$ cat src/rtl/sda_pkg.sv
`timescale 1ns / 1ps

package sda_pkg;

  // defaults for the top-level parameters
  localparam int COORD_WIDTH_DEF   = 24;
  localparam int CORDIC_STAGES_DEF = 16;

  // CORDIC datapath: x/y carry the normalized vector plus gain growth
  localparam int XW       = 36;
  // normalized coordinate width (magnitude kept below 2^31)
  localparam int NW       = 32;
  // angle accumulator, 1/32768 degree
  localparam int ZW       = 24;
  localparam int AZ_W     = 16;
  localparam int POL_W    = 15;
  // accumulator fraction bits dropped on output (1/32768 -> 1/128 degree)
  localparam int ANG_FRAC = ZW - AZ_W;
  localparam int NORM_TOP = 30;
  localparam int TAB_LEN  = 24;

  localparam logic signed [ZW-1:0]   DEG90    = 24'sd2949120;
  localparam logic signed [ZW-1:0]   RND_HALF = 24'sd128;
  localparam logic signed [AZ_W-1:0] AZ_MAX   = 16'sd23040;
  localparam logic signed [AZ_W-1:0] AZ_MIN   = -16'sd23040;
  localparam logic [POL_W-1:0]       POL_MAX  = 15'd23040;
  // CORDIC gain in Q16
  localparam logic [16:0]            K_Q16    = 17'd107923;

  // atan(2^-i) in degrees * 32768, rounded
  localparam logic signed [ZW-1:0] ATAN_TAB [TAB_LEN] = '{
    24'sd1474560, 24'sd870484, 24'sd459940, 24'sd233473,
    24'sd117189,  24'sd58652,  24'sd29333,  24'sd14667,
    24'sd7334,    24'sd3667,   24'sd1833,   24'sd917,
    24'sd458,     24'sd229,    24'sd115,    24'sd57,
    24'sd29,      24'sd14,     24'sd7,      24'sd4,
    24'sd2,       24'sd1,      24'sd0,      24'sd0
  };

  // vector state of one CORDIC step
  typedef struct packed {
    logic signed [XW-1:0] x;
    logic signed [XW-1:0] y;
    logic signed [ZW-1:0] z;
  } sda_vec_t;

  // per-segment status carried alongside the datapath
  typedef struct packed {
    logic degen;  // zero-length segment
    logic axis;   // dx == dy == 0
    logic dzneg;  // dz < 0
  } sda_flags_t;

  // move a left-half-plane vector into the right half plane by +-90 degrees
  function automatic sda_vec_t prerot(logic signed [XW-1:0] x, logic signed [XW-1:0] y);
    sda_vec_t v;
    if (x[XW-1]) begin
      if (!y[XW-1]) begin
        v.x = y;
        v.y = -x;
        v.z = DEG90;
      end else begin
        v.x = -y;
        v.y = x;
        v.z = -DEG90;
      end
    end else begin
      v.x = x;
      v.y = y;
      v.z = '0;
    end
    return v;
  endfunction

  // round half up from 1/32768 to 1/128 degree
  function automatic logic signed [AZ_W-1:0] round_deg(logic signed [ZW-1:0] z);
    logic signed [ZW-1:0] t;
    t = z + RND_HALF;
    return AZ_W'(t >>> ANG_FRAC);
  endfunction

endpackage

$ cat src/rtl/sda_front.sv
`timescale 1ns / 1ps

module sda_front #(
  parameter int COORD_WIDTH = sda_pkg::COORD_WIDTH_DEF
) (
  input  logic                            clk_i,
  input  logic                            rst_ni,
  input  logic                            valid_i,
  output logic                            ready_o,
  input  logic [6*COORD_WIDTH-1:0]        coords_i,
  output logic                            valid_o,
  input  logic                            ready_i,
  output sda_pkg::sda_vec_t               vec_o,
  output logic signed [sda_pkg::XW-1:0]   zk_o,
  output logic [3*(COORD_WIDTH+1)-1:0]    mid_o,
  output sda_pkg::sda_flags_t             flags_o
);
  import sda_pkg::*;

  localparam int DW   = COORD_WIDTH + 1;
  localparam int PW   = $clog2(DW);
  localparam int NSTG = 5;

  logic [NSTG-1:0] v_q, v_in, rdy, ld;

  // stage A: differences and sums
  logic signed [DW-1:0] d_a_d [3];
  logic signed [DW-1:0] d_a_q [3];
  logic [3*DW-1:0]      mid_a_d, mid_a_q;
  // stage B: OR of magnitudes, flags
  logic signed [DW-1:0] d_b_q [3];
  logic [3*DW-1:0]      mid_b_q;
  logic [DW-1:0]        mag_b_d, mag_b_q;
  sda_flags_t           flags_b_d, flags_b_q;
  // stage C: normalize shift amounts
  logic signed [DW-1:0] d_c_q [3];
  logic [3*DW-1:0]      mid_c_q;
  sda_flags_t           flags_c_q;
  logic [PW-1:0]        lead;
  logic [4:0]           shl_c_d, shl_c_q;
  logic [1:0]           shr_c_d, shr_c_q;
  // stage D: normalized direction
  logic signed [NW-1:0] n_d_d [3];
  logic signed [NW-1:0] n_d_q [3];
  logic [3*DW-1:0]      mid_d_q;
  sda_flags_t           flags_d_q;
  // stage E: pre-rotation and gain-scaled dz
  logic signed [NW+17:0] prod;
  sda_vec_t              vec_e_q;
  logic signed [XW-1:0]  zk_e_q;
  logic [3*DW-1:0]       mid_e_q;
  sda_flags_t            flags_e_q;

  // backward ready chain: a stage moves when empty or when its successor moves
  always_comb begin
    rdy[NSTG-1] = !v_q[NSTG-1] || ready_i;
    for (int k = NSTG - 2; k >= 0; k--) begin
      rdy[k] = !v_q[k] || rdy[k+1];
    end
  end

  assign v_in    = {v_q[NSTG-2:0], valid_i};
  assign ld      = rdy & v_in;
  assign ready_o = rdy[0];
  assign valid_o = v_q[NSTG-1];

  always_ff @(posedge clk_i or negedge rst_ni) begin
    if (!rst_ni) begin
      v_q <= '0;
    end else begin
      for (int k = 0; k < NSTG; k++) begin
        if (rdy[k]) begin
          v_q[k] <= v_in[k];
        end
      end
    end
  end

  // stage A logic
  always_comb begin
    logic signed [COORD_WIDTH-1:0] ca, cb;
    for (int j = 0; j < 3; j++) begin
      ca = coords_i[j*COORD_WIDTH +: COORD_WIDTH];
      cb = coords_i[(j+3)*COORD_WIDTH +: COORD_WIDTH];
      d_a_d[j]           = DW'(ca) - DW'(cb);
      mid_a_d[j*DW +: DW] = DW'(ca) + DW'(cb);
    end
  end

  // stage B logic: leading one of the max equals leading one of the OR
  always_comb begin
    mag_b_d = '0;
    for (int j = 0; j < 3; j++) begin
      mag_b_d = mag_b_d | (d_a_q[j][DW-1] ? DW'(-d_a_q[j]) : DW'(d_a_q[j]));
    end
    flags_b_d.axis  = (d_a_q[0] == '0) && (d_a_q[1] == '0);
    flags_b_d.degen = flags_b_d.axis && (d_a_q[2] == '0);
    flags_b_d.dzneg = d_a_q[2][DW-1];
  end

  // stage C logic: priority encode, split into left or right shift
  always_comb begin
    lead = '0;
    for (int i = 0; i < DW; i++) begin
      if (mag_b_q[i]) begin
        lead = PW'(i);
      end
    end
    if (int'(lead) <= NORM_TOP) begin
      shl_c_d = 5'(NORM_TOP - int'(lead));
      shr_c_d = '0;
    end else begin
      shl_c_d = '0;
      shr_c_d = 2'(int'(lead) - NORM_TOP);
    end
  end

  // stage D logic: top bit of the largest component lands on bit 30
  always_comb begin
    logic signed [XW-1:0] ext;
    for (int j = 0; j < 3; j++) begin
      ext      = XW'(d_c_q[j]);
      n_d_d[j] = NW'((ext <<< shl_c_q) >>> shr_c_q);
    end
  end

  // stage E logic: dz times the CORDIC gain
  assign prod = n_d_q[2] * $signed({1'b0, K_Q16});

  always_ff @(posedge clk_i) begin
    if (ld[0]) begin
      d_a_q   <= d_a_d;
      mid_a_q <= mid_a_d;
    end
    if (ld[1]) begin
      d_b_q     <= d_a_q;
      mid_b_q   <= mid_a_q;
      mag_b_q   <= mag_b_d;
      flags_b_q <= flags_b_d;
    end
    if (ld[2]) begin
      d_c_q     <= d_b_q;
      mid_c_q   <= mid_b_q;
      flags_c_q <= flags_b_q;
      shl_c_q   <= shl_c_d;
      shr_c_q   <= shr_c_d;
    end
    if (ld[3]) begin
      n_d_q     <= n_d_d;
      mid_d_q   <= mid_c_q;
      flags_d_q <= flags_c_q;
    end
    if (ld[4]) begin
      vec_e_q   <= prerot(XW'(n_d_q[0]), XW'(n_d_q[1]));
      zk_e_q    <= XW'(prod >>> 16);
      mid_e_q   <= mid_d_q;
      flags_e_q <= flags_d_q;
    end
  end

  assign vec_o   = vec_e_q;
  assign zk_o    = zk_e_q;
  assign mid_o   = mid_e_q;
  assign flags_o = flags_e_q;

endmodule

$ cat config.mk
export PLATFORM = sky130hd
export DESIGN_NAME = sda_front
export DESIGN_NICKNAME = d
export VERILOG_FILES = /design/src/rtl/sda_pkg.sv /design/src/rtl/sda_front.sv
export SDC_FILE = /design/constraint.sdc
export NUM_CORES = 2
export LEC_CHECK = 0
export ABC_CLOCK_PERIOD_IN_PS = 20200
export BUFFER_PORTS_ARGS = -buffer_cell sky130_fd_sc_hd__buf_2
export CORE_MARGIN = 3
export CORE_UTILIZATION = 65
export CTS_CLUSTER_SIZE = 14
export DETAILED_ROUTE_END_ITERATION = 8
export GPL_TIMING_DRIVEN = 0
export HOLD_SLACK_MARGIN = 0.1
export PLACE_DENSITY = 0.85
export SYNTH_ARGS = -nofsm -noshare
export SYNTH_HDL_FRONTEND = slang
export SYNTH_SLANG_ARGS = --single-unit
$ cat constraint.sdc
create_clock -name clk_i -period 20.2 [get_ports clk_i]
set_input_delay 3.03 -clock clk_i [delete_from_list [all_inputs] [get_ports clk_i]]
set_output_delay 3.03 -clock clk_i [all_outputs]
set_load 0.05 [all_outputs]
# After elaboration in Yosys (flattened, before gate mapping)
# Cells that the tools add are included.
# word_totals
register_bits	875
in_bits	148
out_inout_bits	212
word_cells	111
# op_classes
addsub	13
n_mul	1
n_lt_le_gt_ge	1
shift	6
muxes	29
n_bitwise	3
reduce_logical	16
# op_table
operator	n
91-bit two-way mux	2
5-bit two-way mux	23
25-bit by 5-bit <<< shifter with 36-bit output	3
36-bit by 2-bit >>> shifter with 32-bit output	3
24-bit by 24-bit adder with 25-bit output	3
25-bit zero test	3
25-bit two-way mux	3
25-bit negation	3
24-bit by 24-bit subtractor with 25-bit output	3
32-bit negation with 36-bit output	2
32-bit by 18-bit multiplier with 50-bit output, second input constant	1
25-bit bitwise OR	2
5-bit AND	1
5-bit less-or-equal comparator, second input constant	1
1-bit zero test	5
1-bit logical OR	5
5-bit subtractor, first input constant	1
1-bit logical AND	2
2-bit AND reduction	1
2-bit subtractor, second input constant	1
1-bit two-way mux	1

# Depth between registers and ports, before layout
# logic_depth
ltp_word	25
depth_mapped	22
ltp_nobuf	21

# Worst setup path before layout
# No wires, ideal clock.
# synth_path
path_kind	input port to flip-flop
start	input ready_i
end	register flags_e_q (netlist bit flags_o[0]) (enable)
arrival_ns	11.359
setup_slack_ns	8.082
stages	2
path_buffers	0
path_cell_list	nor2b_1 nor2b_1
# synth_via
elab_chain_len	2
# synth_lines
item	line_no	rtl
start: declaration	sda_front.sv:12	input logic ready_i,
1-bit logical OR	sda_front.sv:56	rdy[NSTG-1] = !v_q[NSTG-1] || ready_i;
5-bit AND	sda_front.sv:63	assign ld = rdy & v_in;
net ld[4]	sda_front.sv:24	logic [NSTG-1:0] v_q, v_in, rdy, ld;
end signal: assignment	sda_front.sv:157	flags_e_q <= flags_d_q;
end: declaration	sda_front.sv:52	sda_flags_t flags_e_q;
# The timed path passes the listed nets, and every way through them passes these cells.
# A chain may end at the register's enable or synchronous reset.

# Worst setup path in the final report
# layout_path
start	register n_d_q[31] in the netlist's numbering
end	register zk_o[33] (netlist name)
# layout_via
elab_chain_len	1
# layout_lines
item	line_no	rtl
start: declaration	sda_front.sv:44	logic signed [NW-1:0] n_d_q [3];
start signal: assignment	sda_front.sv:149	n_d_q <= n_d_d;
32-bit by 18-bit multiplier with 50-bit output	sda_front.sv:128	assign prod = n_d_q[2] * $signed({1'b0, K_Q16});
net prod[49]	sda_front.sv:48	logic signed [NW+17:0] prod;
# The timed path passes the listed nets, and every way through them passes these cells.

==> impl_metrics.yaml <==
floorplan:
  fp.dieArea_um2: 83850
  effective_utilization_at_floorplan_pct: 65.95
  design.portCount: 360
  die_width_um: 289.6
  die_y_um: 289.6
  row_count: 103
  core_area_um2: 79260
placed_design:
  numPortBuffers: 343
  finalWeightedCongestion: 0.9994
  hpwlAfterDp_um: 105300
detailed_routing:
  drc: 0
  detail_route.wirelength_um: 137700
  average_wire_per_standard_cell_um: 22.76
  post_drt_via_cell_ratio: 6.110
  dr.first_iter.drc_count: 3194
  postRouteAntennaNets: 0
  vias: 36970
  detailedRoute.firstPassIterationCount: 6
sta:
  timing.final.crit_share_pct: 38.11
  max_slew_margin_pct: 10.46
  rsz_0062_raised_after_global_routing: "no"
  clock-skew-final_ns: 0.04367
  clock.fmax_ghz: 0.1299
  hold_violations: 0
  final_setup_fails: 0
  worst_pin_slew_ns: 1.331
  final.setup.tns_ns: 0
  maxSlewViolCount: 0
  final.min_clock_period_ns: 7.698
logic_synthesis:
  cells_after_synthesis: 4472
  synth_top_area_cell: "edfxtp_1"
  synth_enable_flop_cells: 837
  synth.distinct_cells: 93
  ys_async_sr_fraction_pct: 0.5938
  ff_latch_count_synth: 842
  synth_ff_type: "edfxtp_1"
  syn_avg_cell_area_um2: 11.69
  yosys_warnings: 0
  ys_top_cells_by_area: "edfxtp_1 48%, fa_1 8.0%, ha_1 7.8%"
  syn_area_um2: 52270
  yosysSeqAreaShare_pct: 48.33
  synth_top_area_share_pct: 48.09
cts:
  postCtsHoldBufs: 0
  cts_max_path_buffers: 3
  post-cts-setup-buffers: 0
  htreeDepth: 3
  ctsRootBufferMaster: "clkbuf_16"
  total_clock_buffers_created_by_cts: 84
  postCtsResizedCells: 0
  clock_transition_at_the_registers_of_the_reported_paths_ns: 0.06
  numClockSinks: 842
  cts_tree: "built"
  later_pin_clock_latency_in_the_skew_report_ns: 0.67
setup_path:
  worst-endpoint-required_ns: 20.58
  setup.worst_path.start_class: "flip-flop"
  end_kind: "flip-flop"
  cp_max_fo: 14
  timing_worst_setup_path_type: "flip-flop to flip-flop"
  worst-endpoint-arrival_ns: 8.08
final_layout:
  drive_gt1_share_pct: 13.97
  regArea_um2: 25260
  multi_input_area_um2: 24260
  num-nets-final: 5618
  layout_fillers: 5246
  area_growth_syn_to_layout_pct: 11.94
outcome:
  status: "complete, no violations"
global_routing:
  grt_pass1_wl_um: 210200
  gr-total-overflow: 0
  grt_start_max_net_pins: 78
  first_global_vias: 36990
  grt_usage_pct: 32.68
  number_of_antenna_violations_at_the_first_check_in_global_routing: 3
job:
  max_cap_check_violation_count: 0
hold_path:
  worstHoldPathType: "flip-flop to flip-flop"
logic make-up (layout without fill, tap and decap cells):
group / count (synthesis) / count (layout) / synth area share [%]
compound gates: 862 / 862 / 10.36
xor+xnor: 280 / 280 / 4.721
fa+ha+maj: 534 / 534 / 15.77
buf+inv: 715 / 1220 / 5.441
flops: 842 / 842 / 48.33
mux: 271 / 271 / 6.803
other cells: 1 / 24 / 0.007175
simple gates: 967 / 967 / 8.570
area by class of cell:
cell class	instances	area share (%)
diodes	2	0.008554
well taps	1050	2.246
flip-flops and latches	842	43.17
repair buffers	357	3.490
clock buffers	100	3.732
clock inverters	48	1.022
multi-input cells	2936	41.47
inverters	507	3.253
plain buffers	208	1.608
sequential cells by signal, indices dropped and copies added, names as in the netlist, 3 cells and up:
| register | cells |
|---|---|
| flags_o | 3 |
| n_d_q | 96 |
| shl_c_q | 5 |
| mid_o | 75 |
| d_a_q | 75 |
| d_c_q | 75 |
| flags_d_q | 3 |
| vec_o | 75 |
| mag_b_q | 24 |
| v_q | 5 |
| mid_a_q | 72 |
| mid_c_q | 72 |
| zk_o | 34 |
| mid_b_q | 73 |
| mid_d_q | 75 |
| d_b_q | 74 |
through the flow:
stage	utilization, %	setup slack (ns)	std cells	area (um2)	hold slack [ns]
6_report	73.82	12.50	6050	58510	0.3838
5_1_grt	73.82	12.12	6050	58510	0.3872
4_1_cts	73.81	12.46	6047	58500	0.3745
3_5_place_dp	70.30	12.48	5899	55710	0.4045
3_3_place_gp	69.87	4.096	5886	55380	0.4003
2_1_floorplan	-	8.082	4493	52350	0.4003
final timing paths:
kind	startpoint	end	depth (start not counted)	slack [ns]
worst min register to register	mid_d_q[55]	mid_o[55]	0	0.38
worst max-delay path	n_d_q[31]	zk_o[33]	20	12.50
worst min-delay path	mid_d_q[55]	mid_o[55]	0	0.38
worst max register to register	n_d_q[31]	zk_o[33]	20	12.50
min in group asynchronous	rst_ni	v_q[4]	1	2.16
max in group asynchronous	rst_ni	v_q[2]	1	17.91
layout by cell type, fill, tap and decap left out, types with 64 or more instances in the layout:
| cell | count |
|---|---|
| a21oi_1 | 290 |
| buf_2 | 362 |
| clkbuf_1 | 155 |
| clkbuf_16 | 85 |
| edfxtp_1 | 837 |
| fa_1 | 208 |
| ha_1 | 326 |
| inv_1 | 504 |
| mux2_2 | 64 |
| mux2i_1 | 146 |
| nand2_1 | 260 |
| nand3_1 | 69 |
| nor2_1 | 348 |
| nor3_1 | 69 |
| o21ai_0 | 197 |
| xnor2_1 | 154 |
| xor2_1 | 125 |
per-layer routing:
layer	track usage (%)	vias to the layer above	share of wire (%)
li1	-	16820	-
met1	41.20	17880	38
met2	56.18	1852	50
met3	5.106	414	7.4
met4	14.54	2	4.8
met5	0	-	0.0094
Yosys cell counts, types with 7 or more instances:
| cell type | n |
|---|---|
| a211oi_1 | 46 |
| a31oi_1 | 17 |
| o211ai_1 | 32 |
| nand2b_1 | 33 |
| mux2i_1 | 146 |
| o31ai_1 | 39 |
| nor3b_1 | 7 |
| o21a_1 | 25 |
| nand2_1 | 260 |
| fa_1 | 208 |
| a2111oi_0 | 8 |
| nor4_1 | 27 |
| nor2_1 | 348 |
| o21bai_1 | 34 |
| and2_1 | 17 |
| xnor2_1 | 154 |
| a221oi_1 | 8 |
| mux4_2 | 61 |
| and3_1 | 7 |
| nor3_1 | 69 |
| o21ai_0 | 197 |
| or3_1 | 21 |
| clkbuf_1 | 140 |
| nand3_1 | 69 |
| or2_2 | 14 |
| buf_4 | 32 |
| a22o_1 | 7 |
| ha_1 | 326 |
| a21o_1 | 38 |
| o41ai_1 | 23 |
| a211o_1 | 8 |
| o22ai_1 | 20 |
| nand4_1 | 12 |
| buf_2 | 19 |
| inv_1 | 504 |
| nor2b_1 | 35 |
| a21oi_1 | 290 |
| mux2_2 | 64 |
| buf_1 | 14 |
| edfxtp_1 | 837 |
| xor2_1 | 125 |
| or4_1 | 19 |
worst max-delay path, stage by stage (launching register included):
cell and delay, ns:
edfxtp_1 0.71, clkbuf_1 0.43, clkbuf_1 0.52, inv_1 0.44, fa_1 0.78, inv_1 0.11
ha_1 0.31, fa_1 0.56, inv_1 0.06, fa_1 0.45, fa_1 0.50, inv_1 0.05
ha_1 0.28, nand4_1 0.18, nor4_1 0.26, nand3_1 0.16, a211oi_1 0.55, nor3_1 0.24
o311ai_1 0.47, a21oi_1 0.15, xor3_1 0.20
Power is left out: the tool's default activity adds up to more than one toggle a clock period on the data nets, which glitch-free logic cannot reach.
