`src/rtl/sda_pkg.sv`:
```
`timescale 1ns / 1ps

package sda_pkg;

  // defaults for the top-level parameters
  localparam int COORD_WIDTH_DEF   = 24;
  localparam int CORDIC_STAGES_DEF = 16;

  // CORDIC datapath: x/y carry the normalized vector plus gain growth
  localparam int XW       = 36;
  // normalized coordinate width (magnitude kept below 2^31)
  localparam int NW       = 32;
  // angle accumulator, 1/32768 degree
  localparam int ZW       = 24;
  localparam int AZ_W     = 16;
  localparam int POL_W    = 15;
  // accumulator fraction bits dropped on output (1/32768 -> 1/128 degree)
  localparam int ANG_FRAC = ZW - AZ_W;
  localparam int NORM_TOP = 30;
  localparam int TAB_LEN  = 24;

  localparam logic signed [ZW-1:0]   DEG90    = 24'sd2949120;
  localparam logic signed [ZW-1:0]   RND_HALF = 24'sd128;
  localparam logic signed [AZ_W-1:0] AZ_MAX   = 16'sd23040;
  localparam logic signed [AZ_W-1:0] AZ_MIN   = -16'sd23040;
  localparam logic [POL_W-1:0]       POL_MAX  = 15'd23040;
  // CORDIC gain in Q16
  localparam logic [16:0]            K_Q16    = 17'd107923;

  // atan(2^-i) in degrees * 32768, rounded
  localparam logic signed [ZW-1:0] ATAN_TAB [TAB_LEN] = '{
    24'sd1474560, 24'sd870484, 24'sd459940, 24'sd233473,
    24'sd117189,  24'sd58652,  24'sd29333,  24'sd14667,
    24'sd7334,    24'sd3667,   24'sd1833,   24'sd917,
    24'sd458,     24'sd229,    24'sd115,    24'sd57,
    24'sd29,      24'sd14,     24'sd7,      24'sd4,
    24'sd2,       24'sd1,      24'sd0,      24'sd0
  };

  // vector state of one CORDIC step
  typedef struct packed {
    logic signed [XW-1:0] x;
    logic signed [XW-1:0] y;
    logic signed [ZW-1:0] z;
  } sda_vec_t;

  // per-segment status carried alongside the datapath
  typedef struct packed {
    logic degen;  // zero-length segment
    logic axis;   // dx == dy == 0
    logic dzneg;  // dz < 0
  } sda_flags_t;

  // move a left-half-plane vector into the right half plane by +-90 degrees
  function automatic sda_vec_t prerot(logic signed [XW-1:0] x, logic signed [XW-1:0] y);
    sda_vec_t v;
    if (x[XW-1]) begin
      if (!y[XW-1]) begin
        v.x = y;
        v.y = -x;
        v.z = DEG90;
      end else begin
        v.x = -y;
        v.y = x;
        v.z = -DEG90;
      end
    end else begin
      v.x = x;
      v.y = y;
      v.z = '0;
    end
    return v;
  endfunction

  // round half up from 1/32768 to 1/128 degree
  function automatic logic signed [AZ_W-1:0] round_deg(logic signed [ZW-1:0] z);
    logic signed [ZW-1:0] t;
    t = z + RND_HALF;
    return AZ_W'(t >>> ANG_FRAC);
  endfunction

endpackage

```
`src/rtl/sda_cell.sv`:
```
`timescale 1ns / 1ps

module sda_cell #(
  parameter int STAGE = 0,
  parameter int SB_W  = 1
) (
  input  logic              clk_i,
  input  logic              rst_ni,
  input  logic              valid_i,
  output logic              ready_o,
  input  sda_pkg::sda_vec_t vec_i,
  input  logic [SB_W-1:0]   sb_i,
  output logic              valid_o,
  input  logic              ready_i,
  output sda_pkg::sda_vec_t vec_o,
  output logic [SB_W-1:0]   sb_o
);
  import sda_pkg::*;

  logic                 v_q;
  sda_vec_t             vec_d, vec_q;
  logic [SB_W-1:0]      sb_q;
  logic signed [XW-1:0] xs, ys;

  assign ready_o = !v_q || ready_i;
  assign valid_o = v_q;

  // one vectoring micro-rotation, driving y toward zero
  always_comb begin
    xs = vec_i.x >>> STAGE;
    ys = vec_i.y >>> STAGE;
    if (!vec_i.y[XW-1]) begin
      vec_d.x = vec_i.x + ys;
      vec_d.y = vec_i.y - xs;
      vec_d.z = vec_i.z + ATAN_TAB[STAGE];
    end else begin
      vec_d.x = vec_i.x - ys;
      vec_d.y = vec_i.y + xs;
      vec_d.z = vec_i.z - ATAN_TAB[STAGE];
    end
  end

  always_ff @(posedge clk_i or negedge rst_ni) begin
    if (!rst_ni) begin
      v_q <= 1'b0;
    end else if (ready_o) begin
      v_q <= valid_i;
    end
  end

  always_ff @(posedge clk_i) begin
    if (ready_o && valid_i) begin
      vec_q <= vec_d;
      sb_q  <= sb_i;
    end
  end

  assign vec_o = vec_q;
  assign sb_o  = sb_q;

endmodule

```
`config.mk`:
```
export PLATFORM = sky130hd
export DESIGN_NAME = sda_cell
export DESIGN_NICKNAME = d
export VERILOG_FILES = /design/src/rtl/sda_pkg.sv /design/src/rtl/sda_cell.sv
export SDC_FILE = /design/constraint.sdc
export NUM_CORES = 1
export LEC_CHECK = 0
export BUFFER_PORTS_ARGS = -buffer_cell sky130_fd_sc_hd__buf_2
export CORE_MARGIN = 5
export CORE_UTILIZATION = 61
export CTS_CLUSTER_SIZE = 10
export DETAILED_ROUTE_END_ITERATION = 12
export GPL_ROUTABILITY_DRIVEN = 0
export PLACE_DENSITY = 0.86
export SYNTH_ARGS = -nofsm -noshare
export SYNTH_HDL_FRONTEND = slang
export SYNTH_SLANG_ARGS = --single-unit
```
`constraint.sdc`:
```
create_clock -name clk_i -period 5.87 [get_ports clk_i]
set_clock_uncertainty 0.05 [all_clocks]
set_input_delay 0.2935 -clock clk_i [delete_from_list [all_inputs] [get_ports clk_i]]
set_output_delay 0.2935 -clock clk_i [all_outputs]
set_load 0.05 [all_outputs]
```
Word level (Yosys, flattened, before mapping) --
Index checks and enable logic that the tools add are counted.
Storage, ports and cells: register bits after elaboration 98
Cells by class: reductions and logical operators 3, add/sub/neg operators 5, mux-type cells 1
Operator list (count):
- $mux W96 | 1
- $sub A36 B36 Y36 | 2
- $add A36 B36 Y36 | 1
- $add A24 B22 Y24 const B | 1
- $sub A24 B22 Y24 const B | 1
- $logic_and A1 B1 Y1 | 1
- $logic_not A1 Y1 | 1
- $logic_or A1 B1 Y1 | 1

Logic depth before layout (Yosys ltp) --
Gate-level depths: netlist (run 1).
word-level depth 3, depth in mapped cells 13, mapped depth without buffers 12

Least setup slack after synthesis (run 1) --
Ideal clock, no wire load.
path type reg2reg, start point register v_q, in the netlist valid_o, end point register sb_q, in the netlist sb_o, enable pin, clock period less this slack 3880 ps, data required time 5355 ps, library setup time 465 ps, arrival time 3365 ps, path buffers 0, cell stages (with the launch flop) 3, setup slack 1990 ps, path through dfrtp_1 nand2b_1 and2_1
Between the ends: longest elaborated chain between the ends 3
Ends and longest elaborated chain:
- start, declared | line sda_cell.sv:20 | logic v_q;
- start signal, assigned | line sda_cell.sv:47 | v_q <= valid_i;
- $logic_not A1 Y1 | line sda_cell.sv:25 | assign ready_o = !v_q || ready_i;
- $logic_or A1 B1 Y1 | line sda_cell.sv:25
- named net ready_o | line sda_cell.sv:10 | output logic ready_o,
- $logic_and A1 B1 Y1 | line sda_cell.sv:52 | if (ready_o && valid_i) begin
- end signal, assigned | line sda_cell.sv:54 | sb_q <= sb_i;
- end, declared | line sda_cell.sv:22 | logic [SB_W-1:0] sb_q;
The timed path passes the listed nets, and every way through them passes these cells. A chain may end at the register's enable or synchronous reset.

==> impl_metrics.yaml, run 1 <==
timing:
  timing.final.crit_period_ns: 3.52
  report.final.slew_viol_count: 0
  worst_tran_pin_value_ns: 1.00
  finalSetupViolations: 0
  finalSetupTns_ns: 0
  fin_worst_hold_slack_ns: 0.0706
  report.final.hold_viol_count: 0
  timing.max_slew.rel_slack: 0.333
  grt_setup_unrepaired: "false"
  max_clock_freq_mhz: 284
  min_period_over_period: 0.600
clocking:
  h-tree-depth: 3
  cts_made_buffers: 9
  cts_sinks: 97
  worst_setup_hold_path_clk_slew_ns: 0.07
  clock_insertion_delay_worst_skew_ns: 0.34
  root_buffer: "sky130_fd_sc_hd__clkbuf_16"
  cts_tree: "built"
  max-clock-path-buffers: 2
  ctsResizeCount: 0
yosys:
  syn_avg_cell_area_um2: 8.65
  synthCells: 1113
  async_flop_share: 0.0103
  synthesized_flop_and_latch_total: 97
  ys.warnings.count: 0
  synth_enable_flop_cells: 96
  netlist-cell-type-count: 79
  synth_area_um2: 9630
  ys.flop_type: "sky130_fd_sc_hd__edfxtp_1"
  sequential_to_total_area_share_from_yosys_stat: 0.302
  synthesis.nets: 1334
floorplan:
  io_pins: 200
  initial_cell_density_of_the_core: 0.615
  design.die.area_um2: 18400
  chipHeight_um: 136
  placement_row_count: 46
  core_area_um2: 15700
  die_w_um: 136
critical_path:
  r2r-start: "valid_o"
  timing.critical_path.fanout_max: 17
  crit_path_start: "vec_i[31]"
  cpPeakStageDelay_ns: 0.55
  timing.critical_path.from_type: "primary input"
  critical-path-slowest-cell: "sky130_fd_sc_hd__o41ai_1"
  path_class: "primary input to flop"
  endpoint_type_of_the_worst_setup_path: "flop"
  crit_chain: "buf_2, inv_1, ha_1, nor2_4, o21ai_1, a211oi_1, a2111oi_4, a2111oi_2, o21ai_1, o41ai_1, o32ai_1, xnor2_1"
  critical_path_arrival_ns: 3.56
  worstPathRequired_ns: 5.91
  cp_common_cell: "sky130_fd_sc_hd__o21ai_1"
global_route:
  antenna_found_initial: 0
  first_global_vias: 8855
  total_routing_resource_utilization_after_global_routing: 0.295
  grt_start_max_net_pins: 95
  gr_ovfl_total: 0
  global_route_wire_length_before_repair_mm: 43.8
final_layout:
  nets: 1499
  share_of_final_layout_standard_cells_stronger_than_drive_strength_1: 0.188
  stdcell_area_um2: 11000
  most_common_cell_after_layout_fill_and_taps_aside: "sky130_fd_sc_hd__buf_2"
  most_used_cells_in_the_layout_excluding_fill_and_tap_cells: "199 x sky130_fd_sc_hd__buf_2, 119 x sky130_fd_sc_hd__a21oi_1, 116 x sky130_fd_sc_hd__ha_1, 111 x sky130_fd_sc_hd__inv_1, 97 x sky130_fd_sc_hd__nor2_1"
  antenna-diode-count: 0
  fillerInstances: 1293
  area_growth_pct: 14.3
power:
  vdd_ir_drop_max_v: 0.000157
  power-per-cell-area_nw_per_um2: 238
  total_leakage_power_nw: 4.99
drt:
  detail_route.vias_per_cell: 6.23
  drt_wl_total_mm: 28.2
  drtAntennaViolNets: 0
  detail_route.drc_violations: 0
  route.detailed.wl_per_inst_um: 18.8
  initialDrtViolationCount: 1087
  detailroute.via_count: 9345
  firstDrtPassIters: 6
run_status:
  outcome: "completed"
worst_hold_path:
  holdCritStartpoint: "vec_i[9]"
  hp-class: "primary input to flop"
flow_run:
  max_cap_violations: 0
placement:
  buffer_ports.inserted: 199
  dpl_cell_area_um2: 10700
  hpwl_mm: 21.4
[stage by stage]
step | std cells | setup slack (ns) | utilization | power, mW
final | 1499 | 2.35 | 0.703 | 2.62
after global routing | 1499 | 2.21 | 0.703 | 2.73
after floorplan | 1113 | 1.99 | - | 1.75
after detailed placement | 1482 | 2.14 | 0.684 | 2.02
after global placement | 1482 | 2.19 | 0.684 | 2.01
after CTS | 1499 | 2.50 | 0.703 | 2.59
[metal layers]
metal / track usage / routed length, um / share of wire / vias to the layer above
li1: - / - / - / 4328
met1: 0.385 / 10900 / 0.39 / 4216
met2: 0.477 / 12600 / 0.45 / 685
met3: 0.0672 / 3620 / 0.13 / 116
met4: 0.119 / 1020 / 0.036 / 0
met5: 0 / 0 / 0 / -
[report_power, final]
group / switching, mW / internal, mW
Clock: 0.282 / 0.292
Sequential: 0.0189 / 0.873
Combinational: 0.798 / 0.351
Total: 1.10 / 1.52
[worst max-delay path, delay by kind of cell]
kind | cells | cell delay [ns]
XOR/XNOR | 1 | 0.16
buffers and inverters | 2 | 0.14
AND/OR/NAND/NOR | 1 | 0.23
AO/OA/AOI/OAI | 7 | 2.19
adder cells (fa/ha/maj) | 1 | 0.53
[timing repair]
item | CTS | global route
buffers inserted | 0 | 0
hold endpoints to repair | 1 | 0
hold buffers | 1 | 0
[cell type report]
cell class,count,area (um2),share of cell area
repair buffers,203,1030,0.0935
clock buffers,9,225,0.0205
clock inverters,7,53.8,0.00489
well taps,216,270,0.0246
inverters,121,454,0.0413
flip-flops and latches,97,2910,0.264
multi-input cells,846,6060,0.551
[path summary, 6_finish.rpt]
kind                              to  slack [ns]  depth (start not counted)
max                        vec_o[95]        2.35                         12
min                         vec_o[9]        0.07                          1
max reg2reg                vec_o[92]        3.76                          3
min reg2reg                  valid_o        0.48                          2
max in group asynchronous    valid_o        5.48                          2
min in group asynchronous    valid_o        0.21                          2
[flip-flops by register name (all words and copies together) (netlist names)]
name     count
vec_o       95
sb_o         1
valid_o      1
[cells in the mapped netlist (all sizes together), types with 10 or more instances]
cell | n | area, um2
nor3 | 20 | 100
nor2 | 98 | 375
o211ai | 16 | 120
inv | 114 | 428
o21ai | 85 | 429
o21a | 15 | 113
a211oi | 10 | 80.1
o31ai | 16 | 139
a21o | 29 | 218
xor2 | 15 | 131
nand4 | 15 | 93.8
nand3 | 24 | 120
clkbuf | 34 | 128
nand2 | 45 | 169
mux2i | 16 | 160
nor2b | 16 | 100
o21bai | 20 | 150
edfxtp | 96 | 2880
ha | 116 | 1450
a21oi | 119 | 596
buf | 15 | 73.8
xnor2 | 61 | 534
[cells by family (layout without fill, tap and decap cells)]
| family | Yosys count | in the layout | share of synthesized area |
|---|---|---|---|
| AO/OA/AOI/OAI | 375 | 375 | 0.256 |
| XOR/XNOR | 76 | 76 | 0.0692 |
| adder cells (fa/ha/maj) | 120 | 120 | 0.159 |
| buffers and inverters | 170 | 340 | 0.0681 |
| flip-flops | 97 | 97 | 0.302 |
| multiplexers | 17 | 17 | 0.0178 |
| AND/OR/NAND/NOR | 258 | 258 | 0.128 |
(Power assumes the default switching activity.)
==> run 2: changes to the inputs <==
Settings changed: CORE_UTILIZATION 61 to 57, PLACE_DENSITY 0.86 to 0.81.
Clock period 5.87 ns to 3.4 ns, I/O delays scaled along.
==> run 2 against run 1 <==
Largest cell class unchanged. Combinational power is 83% higher. Clock power is 85% higher. Critical path type unchanged. Hold slack worse by 0.0064 ns. Wire length is 3.3% higher. Sequential share of layout area is 1.4 points lower. Die area is 6.5% higher. Non-clock buffer count is 73 higher. Critical path depth is 1 higher. Final area is 5.7% higher. Core utilization is 0.18 points lower.
==> impl_metrics.yaml, run 2 (same netlist as run 1, synthesis figures left out) <==
floorplan:
  placement_row_count: 47
  io_pins: 200
  die_w_um: 140
  core_area_um2: 16600
  initial_cell_density_of_the_core: 0.580
  chipHeight_um: 140
  design.die.area_um2: 19600
final_layout:
  nets: 1572
  share_of_final_layout_standard_cells_stronger_than_drive_strength_1: 0.218
  most_used_cells_in_the_layout_excluding_fill_and_tap_cells: "199 x sky130_fd_sc_hd__buf_2, 119 x sky130_fd_sc_hd__a21oi_1, 116 x sky130_fd_sc_hd__ha_1, 111 x sky130_fd_sc_hd__inv_1, 97 x sky130_fd_sc_hd__nor2_1"
  most_common_cell_after_layout_fill_and_taps_aside: "sky130_fd_sc_hd__buf_2"
  area_growth_pct: 20.8
  fillerInstances: 1325
  largest_reg_flops: 95
  antenna-diode-count: 0
  post_layout_nonfiller_instances: 1576
global_route:
  grt_start_max_net_pins: 77
  first_global_vias: 9130
  global_route_wire_length_before_repair_mm: 46.7
  total_routing_resource_utilization_after_global_routing: 0.289
  gr_ovfl_total: 0
  antenna_found_initial: 2
drt:
  detail_route.drc_violations: 0
  firstDrtPassIters: 6
  initialDrtViolationCount: 1048
  drt_wl_total_mm: 29.1
  detail_route.vias_per_cell: 6.02
  route.detailed.wl_per_inst_um: 18.5
  detailroute.via_count: 9490
  drtAntennaViolNets: 0
timing:
  timing.max_slew.rel_slack: 0.407
  report.final.hold_viol_count: 0
  finalSetupTns_ns: 0
  grt_setup_unrepaired: "false"
  worst_slack_ns: 0.184
  worst_tran_pin_value_ns: 0.878
  timing.final.crit_period_ns: 3.22
  report.final.slew_viol_count: 0
  max_clock_freq_mhz: 311
  min_period_over_period: 0.946
  finalSetupViolations: 0
critical_path:
  path_class: "primary input to flop"
  critical_path_arrival_ns: 3.27
  endpoint_type_of_the_worst_setup_path: "flop"
  timing.reg2reg.setup_slack_ns: 1.67
  timing.critical_path.from_type: "primary input"
  timing.critical_path.fanout_max: 4
  worstPathRequired_ns: 3.45
placement:
  buffer_ports.inserted: 199
  hpwl_mm: 22.6
  worst_setup_timing_slack_at_the_placement_stage_ns: -0.0767
  place.detailed.instances: 1542
clocking:
  cts_made_buffers: 9
  clock_insertion_delay_worst_skew_ns: 0.35
  cts_tree: "built"
  h-tree-depth: 3
  max-clock-path-buffers: 2
  cts_sinks: 97
  worst_setup_hold_path_clk_slew_ns: 0.07
  root_buffer: "sky130_fd_sc_hd__clkbuf_16"
power:
  p_total_mw: 4.70
  power-per-cell-area_nw_per_um2: 404
  total_leakage_power_nw: 5.34
  vdd_ir_drop_max_v: 0.000270
worst_hold_path:
  hp-class: "primary input to asynchronous set/reset pin"
run_status:
  outcome: "completed"
flow_run:
  max_cap_violations: 0
[run 2: worst max-delay path, stage by stage]
cell,delay [ns]
sky130_fd_sc_hd__buf_2,0.10
sky130_fd_sc_hd__inv_1,0.04
sky130_fd_sc_hd__ha_1,0.35
sky130_fd_sc_hd__nor3b_2,0.34
sky130_fd_sc_hd__o31ai_4,0.13
sky130_fd_sc_hd__a21oi_1,0.34
sky130_fd_sc_hd__a2111oi_4,0.13
sky130_fd_sc_hd__buf_4,0.18
sky130_fd_sc_hd__a2111oi_2,0.47
sky130_fd_sc_hd__o21ai_1,0.23
sky130_fd_sc_hd__o41ai_1,0.47
sky130_fd_sc_hd__o32ai_1,0.15
sky130_fd_sc_hd__xnor2_1,0.17
[run 2: final timing paths]
kind                             endpoint  startpoint  cells after the start
min in group clk_i                valid_o     ready_i                      3
worst min register to register    valid_o     valid_o                      2
worst min-delay path              valid_o      rst_ni                      2
max in group asynchronous         valid_o      rst_ni                      2
worst max register to register  vec_o[49]     valid_o                      3
worst max-delay path            vec_o[95]   vec_i[26]                     13
[run 2: per-layer routing]
layer,global-route usage,routed length [um],vias to the layer above
li1,-,-,4467
met1,0.389,11700,4293
met2,0.479,13300,628
met3,0.0521,3270,98
met4,0.0887,820,4
met5,0,14,-
[run 2: area by class of cell]
type,instances,area (um2),area share
inverter,121,454,0.0391
clock inverter,7,68.8,0.00592
timing repair buffer,276,1630,0.140
tap,220,275,0.0237
sequential,97,2910,0.250
clock buffer,9,225,0.0194
multi-input combinational,846,6060,0.522
[run 2: metrics by stage]
stage | hold slack (ns) | util | area [um2]
final | 0.0642 | 0.701 | 11600
after global routing | 0.0835 | 0.701 | 11600
after CTS | 0.0618 | 0.701 | 11600
after global placement | -0.105 | 0.673 | 11200
after detailed placement | -0.105 | 0.673 | 11200
after floorplan | -0.176 | - | 9630
[run 2: power by group]
| part | internal, mW | switching (mW) | total [mW] |
|---|---|---|---|
| logic | 0.694 | 1.40 | 2.10 |
| registers | 1.51 | 0.0312 | 1.54 |
| clock network | 0.572 | 0.490 | 1.06 |
[run 2: repair_timing]
item / CTS / global route
hold endpoints to repair: 18 / 0
hold buffers: 18 / 0
buffers inserted: 0 / 0
resized for setup: 0 / 0
