[src/rtl/sda_pkg.sv]
`timescale 1ns / 1ps

package sda_pkg;

  // defaults for the top-level parameters
  localparam int COORD_WIDTH_DEF   = 24;
  localparam int CORDIC_STAGES_DEF = 16;

  // CORDIC datapath: x/y carry the normalized vector plus gain growth
  localparam int XW       = 36;
  // normalized coordinate width (magnitude kept below 2^31)
  localparam int NW       = 32;
  // angle accumulator, 1/32768 degree
  localparam int ZW       = 24;
  localparam int AZ_W     = 16;
  localparam int POL_W    = 15;
  // accumulator fraction bits dropped on output (1/32768 -> 1/128 degree)
  localparam int ANG_FRAC = ZW - AZ_W;
  localparam int NORM_TOP = 30;
  localparam int TAB_LEN  = 24;

  localparam logic signed [ZW-1:0]   DEG90    = 24'sd2949120;
  localparam logic signed [ZW-1:0]   RND_HALF = 24'sd128;
  localparam logic signed [AZ_W-1:0] AZ_MAX   = 16'sd23040;
  localparam logic signed [AZ_W-1:0] AZ_MIN   = -16'sd23040;
  localparam logic [POL_W-1:0]       POL_MAX  = 15'd23040;
  // CORDIC gain in Q16
  localparam logic [16:0]            K_Q16    = 17'd107923;

  // atan(2^-i) in degrees * 32768, rounded
  localparam logic signed [ZW-1:0] ATAN_TAB [TAB_LEN] = '{
    24'sd1474560, 24'sd870484, 24'sd459940, 24'sd233473,
    24'sd117189,  24'sd58652,  24'sd29333,  24'sd14667,
    24'sd7334,    24'sd3667,   24'sd1833,   24'sd917,
    24'sd458,     24'sd229,    24'sd115,    24'sd57,
    24'sd29,      24'sd14,     24'sd7,      24'sd4,
    24'sd2,       24'sd1,      24'sd0,      24'sd0
  };

  // vector state of one CORDIC step
  typedef struct packed {
    logic signed [XW-1:0] x;
    logic signed [XW-1:0] y;
    logic signed [ZW-1:0] z;
  } sda_vec_t;

  // per-segment status carried alongside the datapath
  typedef struct packed {
    logic degen;  // zero-length segment
    logic axis;   // dx == dy == 0
    logic dzneg;  // dz < 0
  } sda_flags_t;

  // move a left-half-plane vector into the right half plane by +-90 degrees
  function automatic sda_vec_t prerot(logic signed [XW-1:0] x, logic signed [XW-1:0] y);
    sda_vec_t v;
    if (x[XW-1]) begin
      if (!y[XW-1]) begin
        v.x = y;
        v.y = -x;
        v.z = DEG90;
      end else begin
        v.x = -y;
        v.y = x;
        v.z = -DEG90;
      end
    end else begin
      v.x = x;
      v.y = y;
      v.z = '0;
    end
    return v;
  endfunction

  // round half up from 1/32768 to 1/128 degree
  function automatic logic signed [AZ_W-1:0] round_deg(logic signed [ZW-1:0] z);
    logic signed [ZW-1:0] t;
    t = z + RND_HALF;
    return AZ_W'(t >>> ANG_FRAC);
  endfunction

endpackage

[src/rtl/sda_bridge.sv]
`timescale 1ns / 1ps

module sda_bridge #(
  parameter int COORD_WIDTH = sda_pkg::COORD_WIDTH_DEF
) (
  input  logic                            clk_i,
  input  logic                            rst_ni,
  input  logic                            valid_i,
  output logic                            ready_o,
  input  sda_pkg::sda_vec_t               vec_i,
  input  logic signed [sda_pkg::XW-1:0]   zk_i,
  input  logic [3*(COORD_WIDTH+1)-1:0]    mid_i,
  input  sda_pkg::sda_flags_t             flags_i,
  output logic                            valid_o,
  input  logic                            ready_i,
  output sda_pkg::sda_vec_t               vec_o,
  output logic signed [sda_pkg::AZ_W-1:0] az_o,
  output logic [3*(COORD_WIDTH+1)-1:0]    mid_o,
  output sda_pkg::sda_flags_t             flags_o
);
  import sda_pkg::*;

  logic                   v_q;
  logic signed [AZ_W-1:0] az_r, az_d, az_q;
  sda_vec_t               vec_q;
  logic [3*(COORD_WIDTH+1)-1:0] mid_q;
  sda_flags_t             flags_q;

  assign ready_o = !v_q || ready_i;
  assign valid_o = v_q;

  // azimuth: round, clamp, zero along the z axis
  always_comb begin
    az_r = round_deg(vec_i.z);
    if (flags_i.axis) begin
      az_d = '0;
    end else if (az_r > AZ_MAX) begin
      az_d = AZ_MAX;
    end else if (az_r < AZ_MIN) begin
      az_d = AZ_MIN;
    end else begin
      az_d = az_r;
    end
  end

  always_ff @(posedge clk_i or negedge rst_ni) begin
    if (!rst_ni) begin
      v_q <= 1'b0;
    end else if (ready_o) begin
      v_q <= valid_i;
    end
  end

  // polar vector is (K*dz, rho), rho being the azimuth CORDIC's final x
  always_ff @(posedge clk_i) begin
    if (ready_o && valid_i) begin
      vec_q   <= prerot(zk_i, vec_i.x);
      az_q    <= az_d;
      mid_q   <= mid_i;
      flags_q <= flags_i;
    end
  end

  assign vec_o   = vec_q;
  assign az_o    = az_q;
  assign mid_o   = mid_q;
  assign flags_o = flags_q;

endmodule

[config.mk]
export PLATFORM = sky130hd
export DESIGN_NAME = sda_bridge
export DESIGN_NICKNAME = d
export VERILOG_FILES = /design/src/rtl/sda_pkg.sv /design/src/rtl/sda_bridge.sv
export SDC_FILE = /design/constraint.sdc
export NUM_CORES = 1
export LEC_CHECK = 0
export BUFFER_PORTS_ARGS = -buffer_cell sky130_fd_sc_hd__buf_2
export CAP_MARGIN = 20
export CORE_AREA = 4 4 154 156
export CTS_BUF_LIST = sky130_fd_sc_hd__clkbuf_16
export DETAILED_ROUTE_END_ITERATION = 8
export DIE_AREA = 0 0 158 160
export HOLD_SLACK_MARGIN = 0.06
export PLACE_DENSITY = 0.74
export SYNTH_ARGS = -nofsm -noshare
export SYNTH_HDL_FRONTEND = slang
export SYNTH_SLANG_ARGS = --single-unit
export TNS_END_PERCENT = 50
[constraint.sdc]
create_clock -name clk_i -period 5.31 [get_ports clk_i]
set_clock_uncertainty 0.2 [all_clocks]
set_input_delay 0.2655 -clock clk_i [delete_from_list [all_inputs] [get_ports clk_i]]
set_output_delay 0.2655 -clock clk_i [all_outputs]
set_load 0.005 [all_outputs]
## Yosys cells after proc, flatten, opt, wreduce, memory -nomap -nowiden

Cells that the tools add are included.

| cells by class | value |
|---|---|
| reduce and logical (&&, ||, !) cells | 6 |
| add/subtract/negate cells | 3 |
| order comparisons | 2 |
| multiplexer cells | 4 |

Operators by type and width:

| operator | count |
|---|---|
| 95-bit two-way mux | 2 |
| 36-bit negation | 2 |
| 24-bit by 9-bit adder with 24-bit output, second input constant | 1 |
| 16-bit > comparator, second input constant | 1 |
| 16-bit < comparator, second input constant | 1 |
| 16-bit two-way mux | 1 |
| 15-bit two-way mux | 1 |
| 3-bit OR reduction | 1 |
| 2-bit AND reduction | 1 |
| 2-bit OR reduction | 1 |
| 1-bit logical AND | 1 |
| 1-bit zero test | 1 |
| 1-bit logical OR | 1 |

| storage, ports and cells | value |
|---|---|
| flip-flop bits (word level) | 191 |
| logic and storage cells | 27 |

## Logic depth before layout (Yosys ltp)

Gate-level depths: netlist (run 1).

| logic depth | value |
|---|---|
| word-level depth | 4 |
| depth in mapped cells | 13 |

## Worst setup path before layout (run 1)

Ideal clock, no wire load.

| path | value |
|---|---|
| path kind | reg-to-reg |
| start point | register v_q (netlist: valid_o) |
| end point | register az_q[0] (netlist: az_o[0]), enable pin |
| data arrival time | 4.389 ns |
| data required time | 4.560 ns |
| path slack | 0.171 ns |
| library setup time | 0.550 ns |
| buffers on the path | 0 |
| cell stages (with the launch flop) | 3 |
| path through | dfrtp_1 -> nand2b_1 -> and2_1 |

| on the way | value |
|---|---|
| longest elaborated chain between the ends | 3 |

RTL lines:

| what | line | source |
|---|---|---|
| start, declared | sda_bridge.sv:23 | `logic v_q;` |
| start signal, assigned | sda_bridge.sv:50 | `v_q <= valid_i;` |
| 1-bit zero test | sda_bridge.sv:29 | `assign ready_o = !v_q \|\| ready_i;` |
| 1-bit logical OR | sda_bridge.sv:29 |  |
| net ready_o | sda_bridge.sv:9 | `output logic ready_o,` |
| 1-bit logical AND | sda_bridge.sv:56 | `if (ready_o && valid_i) begin` |
| end signal, assigned | sda_bridge.sv:58 | `az_q <= az_d;` |
| end, declared | sda_bridge.sv:24 | `logic signed [AZ_W-1:0] az_r, az_d, az_q;` |

The timed path passes the listed nets, and every way through them passes these cells.
A chain may end at the register's enable or synchronous reset.

## Worst setup path after layout (run 1)

| path | value |
|---|---|
| start point | input vec_i[71] (netlist bit) |
| end point | register vec_q, in the netlist vec_o[93], data pin |

| on the way | value |
|---|---|
| longest elaborated chain between the ends | 3 |

RTL lines:

| what | line | source |
|---|---|---|
| start, declared | sda_bridge.sv:10 | `input sda_pkg::sda_vec_t vec_i,` |
| 36-bit negation | sda_pkg.sv:63 | `v.x = -y;` |
| 95-bit two-way mux | sda_pkg.sv:58 | `if (!y[XW-1]) begin` |
| 95-bit two-way mux | sda_pkg.sv:57 | `if (x[XW-1]) begin` |
| end signal, assigned | sda_bridge.sv:57 | `vec_q <= prerot(zk_i, vec_i.x);` |
| end, declared | sda_bridge.sv:25 | `sda_vec_t vec_q;` |

Every way passes these cells.

==> metrics.md, run 1 <==
| Metric | Value |
|---|---|
| Status | finished, final reports clean |
| Min-Delay Path Depth | 3 |
| WP data arrival | 3.42 ns |
| Core area | between 0.02 and 0.025 mm² |
| Slew Limit Fails | 0 |
| Kind of critical path | in -> reg |
| IO Pins | ~410 |
| Routed wire length | about 27 mm |
| Cells on worst reg2reg path | 3 |
| Pre-CTS setup slack | about 2.2 ns |
| WP buf/inv | 3 |
| Xor/xnor cell area share of the yosys netlist | approximately 8.9% |
| Largest net degree at the start of global routing | 170 |
| CTS Sinks | between 150 and 200 |
| Gpl congestion | 0.9120 |
| Reg2Reg Setup Slack | roughly 3.3 ns |
| Post-synth cell types | 51 |
| Initial core utilization | 36.89% |
| CP Cell Sequence | dlygate4sd3_1 -> buf_2 -> or4_4 -> nor4_4 -> nand4_1 -> o31ai_1 -> xor2_1 -> a21oi_1 -> dlygate4sd3_1 |
| Crit path required time | between 5 and 6 ns |
| Fillcell total | approximately 1900 |
| Avg WL per Cell | about 18 µm |
| IO Port Bufs | 346 |
| Fin crit share | between 60% and 70% |
| Share of cells above drive strength 1 | 32.97% |
| Most common cell after layout, fill and taps aside | buf_2 |
| Compound-Gate Fraction of Synth Area | roughly 11% |
| Most frequent cells in the layout | 345 x buf_2, 169 x edfxtp_1, 143 x dlygate4sd3_1 |
| Final worst path period need | about 3.4 ns |
| Max FO, Critical Path | 6 |
| Antenna violations before repair | 2 |
| Max Root-Sink Buffers | 2 |
| Area Overhead vs Synth | 47.88% |
| Sequential-to-total area share from yosys stat | between 60% and 70% |
| CP max stage cell | dlygate4sd3_1 |
| Antenna viol nets, final | 0 |
| Final instance area | between 0.01 and 0.015 mm² |
| H-tree levels | 4 |
| Global-route wire length before repair | ~40 mm |
| RSZ-0062 raised after global routing | false |
| Headroom to the max-slew limit | about a third |
| Worst hold start | vec_i[74] |
| Synth warnings | 0 |
| Vias | 7494 |
| Overall die width | between 150 and 200 µm |
| Overall routing resource usage | between 20 and 25% |
| Mapped Cells | around 700 |
| CP Capture Type | flip-flop |
| Slowest stage delay, CP | 0.59 ns |
| Proportion of synthesized area in mux cells | less than 1% |
| Iteration-0 DRC Markers | around 580 |
| Post-CTS Setup Repair Bufs | 0 |
| Reg2Reg Capture Point | vec_o[55] |
| Average cell area after synthesis | ~12 µm² |
| Post-synth top area share | about three fifths |
| Num CTS Buffers | 17 |
| CP Launch Type | input port |
| Final setup viols | 0 |
| Power per cell area | roughly 280 mW/mm² |
| Max-cap violations | 0 |
| Mapped cell area | ~0.0083 mm² |
| Pleak | slightly below 5 nW |
| #FFs+latches synth | 170 |
| Global route overflow | 0 |
| Root Driver | clkbuf_16 |
| Clock latency on the worst-skew pair | 0.43 ns |
| Fmax | approximately 290 MHz |
| Post-Synth Simple-Gate Area | 13.06% |
| Delay-heaviest family, CP | buffers and inverters |
| DRC | 0 |
| Largest family of logic cells by synthesized area | simple AND/OR/NAND/NOR gates |
| Cell taking the most area after synthesis | edfxtp_1 |
| Setup tns final | 0 ns |
| Vias in the first global route | 7327 |
| DRT Pass-1 Iters | 5 |
| Post-DP Area | ~0.01 mm² |
| Worst Hold Class | in -> reg |
| Clock tree from TritonCTS | yes |
| Synth area leaders | edfxtp_1 62%, a21oi_1 6.2%, xnor2_1 4.7% |
| Die area | approximately 0.025 mm² |
| R2r startpoint | valid_o |
| Final WS setup | roughly 1.9 ns |
| Post-Synth Adder-Cell Area | less than 1% |
| Fin. Hold Viols | 0 |
| Worst VDD drop | 0.0001748 V |
| Power consumption | roughly 0.0035 W |
| Dpl hpwl | about 18 mm |
| Die H | between 150 and 200 µm |
| Worst hold endpoint | vec_o[38] |
| Post-CTS Resized | 0 |
| Hold slack final | slightly above 0.07 ns |
| Worst-margin pin slew | between 0.9 and 1 ns |
| Vias/cell | 5.064 |
| CTS clk-pin slew, worst paths | 0.08 ns |
| Rows | 55 |
| Most used cell, CP | dlygate4sd3_1 |
| Final nets | about 1400 |
## sequential cells by signal, indices dropped and copies added (netlist names)
register	count
mid_o	75
az_o	16
vec_o	75
valid_o	1
flags_o	3
## where the power goes
part	switching (W)	leakage, nW	internal [W]
clock	0.000669	0.303	0.000658
sequential	0.0000244	1.62	0.00158
combinational	0.000274	3.02	0.000248
## timing repair
action	4_1_cts	5_1_grt
endpoints found under the hold margin	138	0
setup endpoints to repair	0	0
hold buffers	143	0
## worst max path at each step
stage | startpoint | to | slack, ns | cells past startpoint
floorplan | valid_o | az_o[0] | 0.17 | 2
global placement | vec_i[7] | az_o[1] | 2.26 | 11
detailed placement | vec_i[7] | az_o[4] | 2.16 | 11
CTS | vec_i[71] | vec_o[93] | 1.88 | 9
global route | vec_i[71] | vec_o[93] | 1.73 | 9
finish | vec_i[71] | vec_o[93] | 1.87 | 9
## stage by stage
step           instances  utilization [%]
5_1_grt             1479            54.54
2_1_floorplan        725                -
6_report            1480            54.55
3_3_place_gp        1302            45.30
3_5_place_dp        1302            45.30
4_1_cts             1477            54.52
## synth_stat cells (all sizes together)
master / instances
edfxtp: 169
a21oi: 102
nor2: 100
xnor2: 44
xor2: 40
nand2: 38
buf: 32
clkbuf: 25
o21ai: 19
nor3: 18
o31ai: 14
inv: 12
nor4: 12
nand3: 10
nand4: 8
and2: 7
a31oi: 5
o41ai: 5
or3: 5
and4: 4
ha: 4
nor2b: 4
or4: 4
nand2b: 3
a31o: 2
mux2i: 2
nand4b: 2
o211ai: 2
o31a: 2
or2: 2
a2111oi: 1
a211oi: 1
a311oi: 1
a32o: 1
a41o: 1
and3: 1
conb: 1
dfrtp: 1
nand3b: 1
o211a: 1
o21a: 1
o21bai: 1
o32ai: 1
or4b: 1
## tightest hold or removal path: cells and delay by family
family | cells | cell delay, ns
buffers and inverters | 1 | 0.15
AOI/OAI and AO/OA | 1 | 0.11
and+or+nand+nor | 1 | 0.06
## cell families after synthesis
family                   count (synthesis)
XOR/XNOR                                84
AO/OA/AOI/OAI                          160
adder cells (fa/ha/maj)                  4
other                                    1
AND/OR/NAND/NOR                        220
flip-flops                             170
multiplexers                             2
buffers and inverters                   69
## per-layer routing
layer	up-vias	GRT usage [%]	routed length [µm]
met3	66	3.469	1807
met2	377	34.67	13500
met5	-	0	0
li1	3506	-	-
met1	3545	25.77	10630
met4	0	8.337	964
## layout make-up
cell class / count / area [µm²] / area share [%]
tap: 285 / 356.6 / 2.923
multi-input combinational: 486 / 2861 / 23.45
sequential: 170 / 5100 / 41.80
timing repair buffer: 492 / 3201 / 26.23
clock inverter: 15 / 203.9 / 1.672
inverter: 12 / 45.04 / 0.3692
clock buffer: 17 / 425.4 / 3.487
antenna: 3 / 7.507 / 0.06153
Note: power is estimated with default switching activity, not from simulation.
==> run 2: changes to the inputs <==
--- a/config.mk
+++ b/config.mk
@@ -5,12 +5,13 @@
 export SDC_FILE = /design/constraint.sdc
 export NUM_CORES = 1
 export LEC_CHECK = 0
+export ABC_AREA = 1
 export BUFFER_PORTS_ARGS = -buffer_cell sky130_fd_sc_hd__buf_2
 export CAP_MARGIN = 20
-export CORE_AREA = 4 4 154 156
+export CORE_AREA = 4 4 156 158
 export CTS_BUF_LIST = sky130_fd_sc_hd__clkbuf_16
 export DETAILED_ROUTE_END_ITERATION = 8
-export DIE_AREA = 0 0 158 160
+export DIE_AREA = 0 0 160 162
 export HOLD_SLACK_MARGIN = 0.06
 export PLACE_DENSITY = 0.74
 export SYNTH_ARGS = -nofsm -noshare
==> constraint.sdc (replaced) <==
create_clock -name clk_i -period 2.9 [get_ports clk_i]
set_clock_uncertainty 0.2 [all_clocks]
set_input_delay 0.145 -clock clk_i [delete_from_list [all_inputs] [get_ports clk_i]]
set_output_delay 0.145 -clock clk_i [all_outputs]
set_load 0.005 [all_outputs]
==> metrics.md, run 2 <==
| Metric | Value |
|---|---|
| Status | finished, final reports clean |
| WP data arrival | 2.75 ns (-0.67 ns) |
| DRT Pass-1 Iters | 5 (unchanged) |
| Num CTS Buffers | 17 (unchanged) |
| Final instance area | 0.01319 mm² (+8.1%) |
| Post-Synth Simple-Gate Area | 21.48% (+8.4 points) |
| Die area | 0.02592 mm² (+2.5%) |
| WP buf/inv | 4 (+1) |
| Post-CTS Setup Repair Bufs | 0 (unchanged) |
| Iteration-0 DRC Markers | 678 (+17%) |
| Root Driver | clkbuf_16 |
| Share of cells above drive strength 1 | 29.78% (-3.2 points) |
| Antenna violations before repair | 0 (-2) |
| Top FF cell, synth | edfxtp_1 |
| Compound-Gate Fraction of Synth Area | 7.614% (-3.5 points) |
| Max-cap violations | 0 (unchanged) |
| Post-synth top area share | 58.94% (-2.6 points) |
| Post-synth EDFFs | 169 (unchanged) |
| Worst-margin pin slew | 0.7396 ns (-0.2430 ns) |
| Global-route wire length before repair | 46.24 mm (+15%) |
| DRC | 0 (unchanged) |
| Most used cell, CP | dlygate4sd3_1 |
| Delay-heaviest family, CP | buffers and inverters |
| Most frequent cell after synthesis | nand2_1 |
| Post-DP Area | 0.01064 mm² (+5.1%) |
| CTS Sinks | 170 (unchanged) |
| Cell taking the most area after synthesis | edfxtp_1 |
| Core area | 0.02312 mm² (+3.4%) |
| Mapped cell area | 0.008611 mm² (+4.4%) |
| Post-Synth Adder-Cell Area | 0.5812% (-0.025 points) |
| Fin. Hold Viols | 0 (unchanged) |
| Clock latency on the worst-skew pair | 0.42 ns (about the same) |
| CP max stage cell | dlygate4sd3_1 |
| Power per cell area | 485.7 mW/mm² (+71%) |
| H-tree levels | 4 (unchanged) |
| Synth area leaders | edfxtp_1 59%, nand2_1 8.5%, o21ai_0 4.5% |
| IO Pins | 406 (unchanged) |
| Rows | 56 (+1.8%) |
| Clock tree from TritonCTS | yes |
| Pre-CTS setup slack | 0.3477 ns (-1.814 ns) |
| Initial core utilization | 37.24% (+0.35 points) |
| Max Root-Sink Buffers | 2 (unchanged) |
| Global route overflow | 0 (unchanged) |
| Headroom to the max-slew limit | 50.69% (+16 points) |
| Die H | 162 µm (+1.3%) |
| Routed wire length | 30.36 mm (+13%) |
| CP Launch Type | input port |
| Vias/cell | 4.930 (-2.6%) |
| Overall die width | 160 µm (+1.3%) |
| Gpl congestion | 0.9203 (+0.91%) |
| Worst Hold Class | in -> reg |
| CTS clk-pin slew, worst paths | 0.08 ns (about the same) |
| Fin crit share | between 90% and 100% |
| Sequential-to-total area share from yosys stat | 59.23% (-2.6 points) |
| Synth warnings | 0 (unchanged) |
| Crit path required time | 2.89 ns (-2.40 ns) |
| Mapped Cells | 889 (+25%) |
| Post-synth cell types | 41 (-20%) |
| IO Port Bufs | 346 (unchanged) |
| Kind of critical path | in -> reg |
| Final worst path period need | 2.765 ns |
| Xor/xnor cell area share of the yosys netlist | 4.679% (-4.2 points) |
| Proportion of synthesized area in mux cells | 0% (-0.24 points) |
| Average cell area after synthesis | 9.686 µm² (-17%) |
| Max FO, Critical Path | 4 (-2) |
| Antenna viol nets, final | 0 (unchanged) |
| Antenna cell count | 0 (-3) |
| Worst VDD drop | 0.0004340 V (+150%) |
| #FFs+latches synth | 170 (unchanged) |
| Largest net degree at the start of global routing | 103 (-39%) |
| CP Cell Sequence | dlygate4sd3_1 -> buf_2 -> inv_1 -> nand3_1 -> nor2_4 -> nand3_2 -> o21ai_4 -> nand2_1 -> xnor2_1 -> o21ai_0 -> dlygate4sd3_1 |
| Vias | 8500 (+13%) |
| Pleak | 5.747 nW (+16%) |
| Most frequent cells after synthesis | 194 x nand2_1, 169 x edfxtp_1, 96 x nor2_1, 78 x o21ai_0, 77 x inv_1 |
| Final WS setup | 0.1348 ns (-1.736 ns) |
| Final nets | 1639 (+17%) |
| Slowest stage delay, CP | 0.59 ns (about the same) |
| RSZ-0062 raised after global routing | true |
| Slew Limit Fails | 0 (unchanged) |
| Final setup viols | 0 (unchanged) |
| Power consumption | 0.006404 W (+85%) |
| Avg WL per Cell | 17.61 µm (-3.1%) |
| Fmax | ~360 MHz |
| Largest family of logic cells by synthesized area | simple AND/OR/NAND/NOR gates |
| Vias in the first global route | 8422 (+15%) |
| CP Capture Type | flip-flop |
| Most common cell after layout, fill and taps aside | buf_2 |
| Ys async rst share | 0.5882% (unchanged) |
| Area Overhead vs Synth | 53.14% |
| Most frequent cells in the layout | 346 x buf_2, 193 x nand2_1, 186 x dlygate4sd3_1 |
| Dpl hpwl | 21.09 mm (+18%) |
| Overall routing resource usage | 22.62% (+2.2 points) |
## run 2: changes by cell type in the layout (fill, tap and decap cells not counted), sizes merged, moves of 8 or more
| cell | delta |
|---|---|
| nand4 | +8 |
| xnor2 | -32 |
| nor2 | +9 |
| nor4 | -10 |
| buf | +8 |
| inv | +63 |
| nand3 | +60 |
| o21ai | +65 |
| dlygate4sd3 | +43 |
| nand2 | +162 |
| a21oi | -81 |
| o31ai | -11 |
## run 2: layer usage
metal  vias up  part of all wire, %  track usage, %
met3        52                  7.5           5.354
met4         0                  2.6           6.883
met5         -                    0               0
met1      3943                   38           26.31
li1       4063                    -               -
met2       442                   52           41.46
## run 2: worst register-to-register path, stage by stage (launching register included)
cell	delay, ns
dfrtp_1	0.42
a21oi_4	0.23
buf_12	0.47
## run 2: through the flow
step / TNS [ns] / utilization [%] / hold slack (ns) / cells
after global placement: 0 / 46.03 / -0.2798 / 1506
after detailed placement: 0 / 46.03 / -0.2766 / 1506
final: 0 / 57.03 / 0.08684 / 1724
after global routing: -0.005995 / 57.03 / 0.1175 / 1724
after CTS: 0 / 56.80 / 0.06427 / 1724
after floorplan: -160.80 / - / -0.3506 / 904
## run 2: final timing paths
path | startpoint | endpoint | slack (ns) | cells past startpoint
worst max-delay path | zk_i[2] | vec_o[57] | 0.13 | 11
worst min-delay path | vec_i[19] | az_o[11] | 0.09 | 5
worst max register to register | valid_o | vec_o[78] | 1.14 | 2
worst min register to register | valid_o | mid_o[1] | 0.72 | 2
max in group asynchronous | rst_ni | valid_o | 2.03 | 3
min in group asynchronous | rst_ni | valid_o | 0.37 | 3
## run 2: what timing repair did
action,CTS,global route
hold buffers,186,0
resized for setup,0,11
setup endpoints to repair,0,3
hold endpoints to repair,164,0
## run 2: cells by family after synthesis
logic type      count (synthesis)
compound gates                122
xor+xnor                       46
fa+ha+maj                       4
buf+inv                       125
flops                         170
other cells                     1
simple gates                  421
## run 2: power breakdown
| group | internal, W | leakage (nW) | switching, W |
|---|---|---|---|
| Sequential | 0.00290 | 1.63 | 0.0000414 |
| Combinational | 0.000501 | 3.81 | 0.000576 |
| Clock | 0.00126 | 0.301 | 0.00113 |
## run 2: area by class of cell
class	instances	area, µm²
multi-input combinational	609	3083
tap	290	362.8
clock inverter	15	201.4
timing repair buffer	543	3714
inverter	80	300.3
clock buffer	17	425.4
sequential	170	5100
fill	1948	9936
